`config.mk`:
```
export PLATFORM = sky130hd
export DESIGN_NAME = nss_dist
export DESIGN_NICKNAME = d
export VERILOG_FILES = /design/src/hw/rtl/nss_pkg.sv /design/src/hw/rtl/nss_dist.sv
export SDC_FILE = /design/constraint.sdc
export NUM_CORES = 2
export LEC_CHECK = 0
export ABC_AREA = 1
export ABC_CLOCK_PERIOD_IN_PS = 12900
export BUFFER_PORTS_ARGS = -buffer_cell sky130_fd_sc_hd__buf_2
export CORE_MARGIN = 2
export CORE_UTILIZATION = 55
export DETAILED_ROUTE_END_ITERATION = 7
export GPL_ROUTABILITY_DRIVEN = 0
export GPL_TIMING_DRIVEN = 0
export PLACE_DENSITY = 0.72
export SLEW_MARGIN = 10
export SYNTH_ARGS = -nofsm -noshare
export SYNTH_HDL_FRONTEND = slang
export SYNTH_SLANG_ARGS = --single-unit
```
`constraint.sdc`:
```
create_clock -name clk -period 12.9 [get_ports clk]
set_input_delay 2.58 -clock clk [delete_from_list [all_inputs] [get_ports clk]]
set_output_delay 2.58 -clock clk [all_outputs]
set_load 0.02 [all_outputs]
```
`src/hw/rtl/nss_pkg.sv`:
```
`timescale 1ns / 1ps

package nss_pkg;

  // Default sizes of the site table and of one coordinate.
  localparam int MAX_SITES_DEF  = 256;
  localparam int COORD_BITS_DEF = 24;

  // Fixed widths of the transaction fields.
  localparam int OP_W     = 2;
  localparam int STATUS_W = 2;
  localparam int INDEX_W  = 8;
  localparam int DIST_W   = 49;

  // Largest reportable squared distance, and the cap of one squared axis term.
  localparam logic [DIST_W-1:0] DIST_MAX = '1;
  localparam logic [63:0]       TERM_CAP = 64'h4000_0000_0000_0000;

  typedef enum logic [OP_W-1:0] {
    OP_CLEAR  = 2'd0,
    OP_APPEND = 2'd1,
    OP_QUERY  = 2'd2
  } op_t;

  typedef enum logic [STATUS_W-1:0] {
    ST_OK    = 2'd0,
    ST_FULL  = 2'd1,
    ST_EMPTY = 2'd2
  } status_t;

  typedef enum logic [1:0] {
    S_IDLE = 2'd0,
    S_SCAN = 2'd1,
    S_DONE = 2'd2
  } state_t;

  // Width of one squared axis term. Beyond 31 magnitude bits the term is capped at 2^62.
  function automatic int term_width(input int coord_bits);
    return (coord_bits > 31) ? 63 : 2 * coord_bits;
  endfunction

endpackage

```
`src/hw/rtl/nss_dist.sv`:
```
`timescale 1ns / 1ps

// Squared distance unit, two stages: squared axis terms, then their sum.
// A tag travels alongside each site so the comparator knows its index.
module nss_dist #(
  parameter int COORD_BITS = nss_pkg::COORD_BITS_DEF,
  parameter int TAG_W      = 9
) (
  input  logic                                         clk,
  input  logic                                         rst,
  input  logic                                         in_valid,
  input  logic [TAG_W-1:0]                             in_tag,
  input  logic signed [COORD_BITS-1:0]                 px,
  input  logic signed [COORD_BITS-1:0]                 py,
  input  logic signed [COORD_BITS-1:0]                 sx,
  input  logic signed [COORD_BITS-1:0]                 sy,
  output logic                                         out_valid,
  output logic [TAG_W-1:0]                             out_tag,
  output logic [nss_pkg::term_width(COORD_BITS):0]     out_sum
);

  localparam int DW = COORD_BITS + 1;
  localparam int MW = (COORD_BITS > 31) ? 31 : COORD_BITS;
  localparam int TW = nss_pkg::term_width(COORD_BITS);
  localparam int SW = TW + 1;

  logic             v1;
  logic [TAG_W-1:0] tag1;
  logic [TW-1:0]    tx;
  logic [TW-1:0]    ty;

  // Square of the difference on one axis, capped when the magnitude reaches 2^31.
  function automatic logic [TW-1:0] axis_term(input logic signed [COORD_BITS-1:0] a,
                                              input logic signed [COORD_BITS-1:0] b);
    logic signed [DW-1:0] d;
    logic [DW-1:0]        m;
    logic [32:0]          m_ext;
    logic [MW-1:0]        mm;
    logic [2*MW-1:0]      sq;
    d     = DW'(a) - DW'(b);
    m     = d[DW-1] ? DW'(-d) : DW'(d);
    m_ext = 33'(m[COORD_BITS-1:0]);
    mm    = MW'(m[COORD_BITS-1:0]);
    sq    = mm * mm;
    return (m_ext[32:31] != 2'b00) ? TW'(nss_pkg::TERM_CAP) : TW'(sq);
  endfunction

  // Stage one: the two squarers.
  always_ff @(posedge clk) begin
    if (rst) begin
      v1 <= 1'b0;
    end else begin
      v1 <= in_valid;
    end
    tag1 <= in_tag;
    tx   <= axis_term(px, sx);
    ty   <= axis_term(py, sy);
  end

  // Stage two: the sum of both terms at full precision.
  always_ff @(posedge clk) begin
    if (rst) begin
      out_valid <= 1'b0;
    end else begin
      out_valid <= v1;
    end
    out_tag <= tag1;
    out_sum <= SW'(tx) + SW'(ty);
  end

endmodule

```
# ---- Word level (Yosys, flattened, before mapping)
# Index checks and enable logic that the tools add are counted.
# Widths: inputs -> output; s select.
dict set report totals {
  regBits 165
  inputBits 108
  out_inout_bits 59
}
dict set report op_classes {
  add_sub_neg 5
  multipliers 2
  mux 2
}
# cell n
set ops {}
lappend ops {{$mul 24x24->48} 2}
lappend ops {{$sub 24x24->25} 2}
lappend ops {{$add 48x48->49} 1}
lappend ops {{$mux 24} 2}
lappend ops {{$neg 24->24} 2}

# ---- Logic depth before layout (Yosys ltp)
dict set report logic_depth {
  depth_word 4
  mapped_depth 53
  ltp_nobuf 52
}

# ---- Worst setup path before layout
# OpenSTA, ideal clock, no wires.
dict set report synth_timing {
  path_type {input -> register}
  from {input port px[0]}
  to {register tx[43]}
  arrival_time_ns 10.367
  t_required_ns 12.828
  setup_slack_ns 2.461
  stages 38
  cell_sequence {inv_1 > ha_1 > fa_1 > ha_1 > inv_1 > a21oi_1 > nand3_1 > nor2_1 > nand3_1 > nor2_4 > nand4_2 > o21ai_1 > inv_1 > o21ai_1 > nand2_2 > buf_4 > nor2_1 > fa_1 > [2 not listed] > inv_1 > fa_1 > inv_1 > fa_1 > inv_1 > fa_1 > inv_1 > fa_1 > ha_1 > nand2_1 > nor2_1 > nand2_1 > o21ai_0 > a21oi_1 > o31ai_1 > nand2_1 > o21ai_0 > xor2_1}
}
dict set report synth_between {
  elab_chain_cells 4
}
# item line_no
set synth_lines {}
lappend synth_lines {{start, declared} nss_dist.sv:13} ;# input logic signed [COORD_BITS-1:0] px,
lappend synth_lines {{$sub 24x24->25 (*)} nss_dist.sv:40} ;# d = DW'(a) - DW'(b);
lappend synth_lines {{$neg 24->24} nss_dist.sv:41} ;# m = d[DW-1] ? DW'(-d) : DW'(d);
lappend synth_lines {{$mux 24 (*)} nss_dist.sv:41}
lappend synth_lines {{$mul 24x24->48 (*)} nss_dist.sv:44} ;# sq = mm * mm;
lappend synth_lines {{end signal, assigned} nss_dist.sv:56} ;# tx <= axis_term(px, sx);
lappend synth_lines {{end, declared} nss_dist.sv:29} ;# logic [TW-1:0] tx;
# Mark *: on every way between the ends. The rest lies on a longest branch, timed or not.
# A chain may end at the register's enable or synchronous reset.

# ---- Worst setup path in the final report
dict set report layout_timing {
  from {input port py[0]}
  to {register ty[45]}
}
dict set report layout_between {
  elab_chain_cells 4
}
# item line_no
set layout_lines {}
lappend layout_lines {{start, declared} nss_dist.sv:14} ;# input logic signed [COORD_BITS-1:0] py,
lappend layout_lines {{$sub 24x24->25 (*)} nss_dist.sv:40}
lappend layout_lines {{$neg 24->24} nss_dist.sv:41}
lappend layout_lines {{$mux 24 (*)} nss_dist.sv:41}
lappend layout_lines {{$mul 24x24->48 (*)} nss_dist.sv:44}
lappend layout_lines {{end signal, assigned} nss_dist.sv:57} ;# ty <= axis_term(py, sy);
lappend layout_lines {{end, declared} nss_dist.sv:30} ;# logic [TW-1:0] ty;
# Marked as above.

==> run metrics <==
library cell contributing the largest single delay on the critical path=a2111oi_0; aggregate global routing overflow=0; post-detailed-route wirelength per cell=17.38 um; endpoints failing hold=0; number of enable flip-flop cells after synthesis=0; depth of the CTS H-tree=4; post-route DRC violation count=0; Worst Hold Launch=tag1[7]$_DFF_P_; result of the run=finished clean; clk sink count=163; number of global-route vias before repair=34.66k; TritonRoute pass-1 iters=7; worst reg2reg path startpoint=ty[3]$_DFF_P_; aggregate negative setup slack=0 ns; largest net degree at the start of global routing=17; overall die height=282.6 um; final antenna diode count=0; root buffer cell=clkbuf_16; vias=34.65k; net total in the final layout=6865; count of non-filler cells in the finished layout=6526; layout overhead on the synthesized area=6.409%; count of routing violations after the opening detailed-route iteration=3019; starting density of the core=55.36%; total wire length after detailed routing=113400 um; post-route antenna net violation count=0; RSZ-0062 raised after global routing=no; syn nets=6680; boundary pin count=167; total setup violations reported at the end of the flow=0; top-area cell type share of the netlist area=39.73%; cell type contributing the most total cell area after synthesis=fa_1; number of cells on the worst hold path=0; clock latency of the later-clocked register in the worst-skew pair=0.44 ns; wire length of the first global-routing pass=181400 um; setup slack of the most critical reg-to-reg path=9.25 ns; fraction of final layout cells sized beyond drive strength 1=7.237%; post-synthesis sequential area ratio=7.646%; postcts setup bufs=0; leading cell types by count after synthesis=inv_1, fa_1, nand2_1; cell repeated most along the worst path=nand2_1; post-route fraction of the period consumed by the critical path=92.12%; Post-CTS Hold Fix Bufs=0; achievable frequency=84.15 MHz; Post-synth top flop=dfxtp_1; pre-CTS worst setup slack=0.7990 ns; number of maximum-capacitance constraint violations=0; total placed cells including tap cells=6495; crit start category=input port; Worst path top cell family by delay=adder cells; HPWL after detailed placement=97830 um; Min Clock Period, post-route=11.88 ns; required arrival time at the worst endpoint=13.19 ns; Mapped Cells=5289; final-report max-slew violation count=0; Tot GR Track Use=29.34%; Stages on worst setup path=39; count of distinct cell types in the synthesized netlist=61; TritonCTS Buffers=17; capturing element type of the critical path=flop; cell with the most instances after synthesis=inv_1; CP max stage delay=0.85 ns; post-synthesis average cell area=8.069 um^2; maximum buffer depth of the clock tree=2; cell depth of the worst flop-to-flop path=15; final setup margin=1.016 ns; antenna violations before repair=5; total die area=79840 um^2; number of synthesis warnings=0; fraction of registers with async set/reset=0%; critical setup path kind=in2reg; Bufs and invs on worst path=9; core area=77080 um^2; Resize count post-CTS=0; Via-to-Cell Ratio=5.309; mapped cell area=42680 um^2; measured slew at the worst slew-check pin=0.9651 ns; highest net fanout along the worst path=10; die width=282.6 um; number of flip-flops and latches in the synthesized netlist=163; relative slew slack=34.00%; Placement Rows=102; endpoint of the lowest-slack register-to-register path=out_sum[38]$_DFF_P_; Reg clk slew, reported paths=0.07 ns; TritonCTS clock tree=done; signal arrival time at the worst endpoint=12.18 ns; Setup Skew=0.01219 ns; number of buffers inserted by port buffering=166; largest cells by area after synthesis=fa_1, ha_1, inv_1; sink of the worst hold path=out_tag[7]$_DFF_P_; worst min path class=reg2reg
metal layers:
metal | global-route usage (%) | share of wire [%] | vias to the layer above
met5 | 0 | 0 | -
met4 | 8.425 | 3.2 | 0
met3 | 7.120 | 12 | 266
met2 | 44.20 | 43 | 1673
met1 | 42.09 | 42 | 16680
li1 | - | - | 16030
sequential cells by signal, indices dropped and copies added, names as in the netlist:
| register | cells |
|---|---|
| v1 | 1 |
| out_tag | 9 |
| out_sum | 49 |
| out_valid | 1 |
| tx | 47 |
| ty | 47 |
| tag1 | 9 |
layout make-up:
| type | instances | area [um^2] |
|---|---|---|
| inverters | 1477 | 5549 |
| repair buffers | 166 | 830.8 |
| flip-flops and latches | 163 | 3263 |
| clock buffers | 18 | 439.2 |
| clock inverters | 13 | 163.9 |
| fillers | 7010 | 31670 |
| multi-input cells | 3564 | 33360 |
| plain buffers | 85 | 500.5 |
| well taps | 1040 | 1301 |
cell usage in the layout, fill, tap and decap left out, types with 5 or more instances in the layout:
| cell type | instances |
|---|---|
| fa_1 | 847 |
| nor4_1 | 5 |
| inv_2 | 47 |
| nor2_1 | 599 |
| nand4_1 | 38 |
| xor2_1 | 102 |
| dfxtp_1 | 163 |
| nand2_2 | 20 |
| nand3b_1 | 9 |
| a21o_1 | 12 |
| a31oi_1 | 39 |
| a21boi_0 | 8 |
| nor2_4 | 10 |
| o21ai_1 | 15 |
| clkbuf_16 | 17 |
| buf_4 | 17 |
| nand2_1 | 787 |
| buf_6 | 6 |
| o21bai_1 | 12 |
| nand3_1 | 130 |
| o21a_1 | 22 |
| a21oi_1 | 215 |
| nor3_1 | 19 |
| xor2_2 | 7 |
| clkbuf_1 | 12 |
| o21ai_0 | 103 |
| inv_1 | 1427 |
| buf_2 | 215 |
| o31ai_1 | 6 |
| nor2_2 | 16 |
| ha_1 | 436 |
| o211ai_1 | 8 |
| xnor2_1 | 55 |
metrics by stage:
| stage | hold slack, ns | utilization, % | cell area [um^2] |
|---|---|---|---|
| floorplan | 0.3096 | - | 42680 |
| global placement | 0.3105 | 58.13 | 44810 |
| detailed placement | 0.3132 | 58.13 | 44810 |
| CTS | 0.3292 | 58.91 | 45410 |
| global route | 0.3386 | 58.91 | 45410 |
| finish | 0.3273 | 58.91 | 45410 |
logic make-up after synthesis:
family / count (synthesis) / synth area share (%)
buf+inv: 1562 / 14.18
flops: 163 / 7.646
compound gates: 459 / 6.081
xor+xnor: 167 / 3.656
simple gates: 1655 / 15.93
fa+ha+maj: 1283 / 52.51
worst max path at each step:
stage          startpoint             end  slack, ns
6_report            py[0]  ty[45]$_DFF_P_       1.02
5_1_grt             py[0]  ty[46]$_DFF_P_       0.53
4_1_cts             py[0]  ty[46]$_DFF_P_       1.23
3_5_place_dp        py[0]  ty[46]$_DFF_P_       0.80
3_3_place_gp        py[0]  ty[46]$_DFF_P_       0.82
2_1_floorplan       px[0]  tx[43]$_DFF_P_       2.46
Power is not shown: default switching activity piles up to over one toggle a cycle in this logic, so the estimate is an artifact.
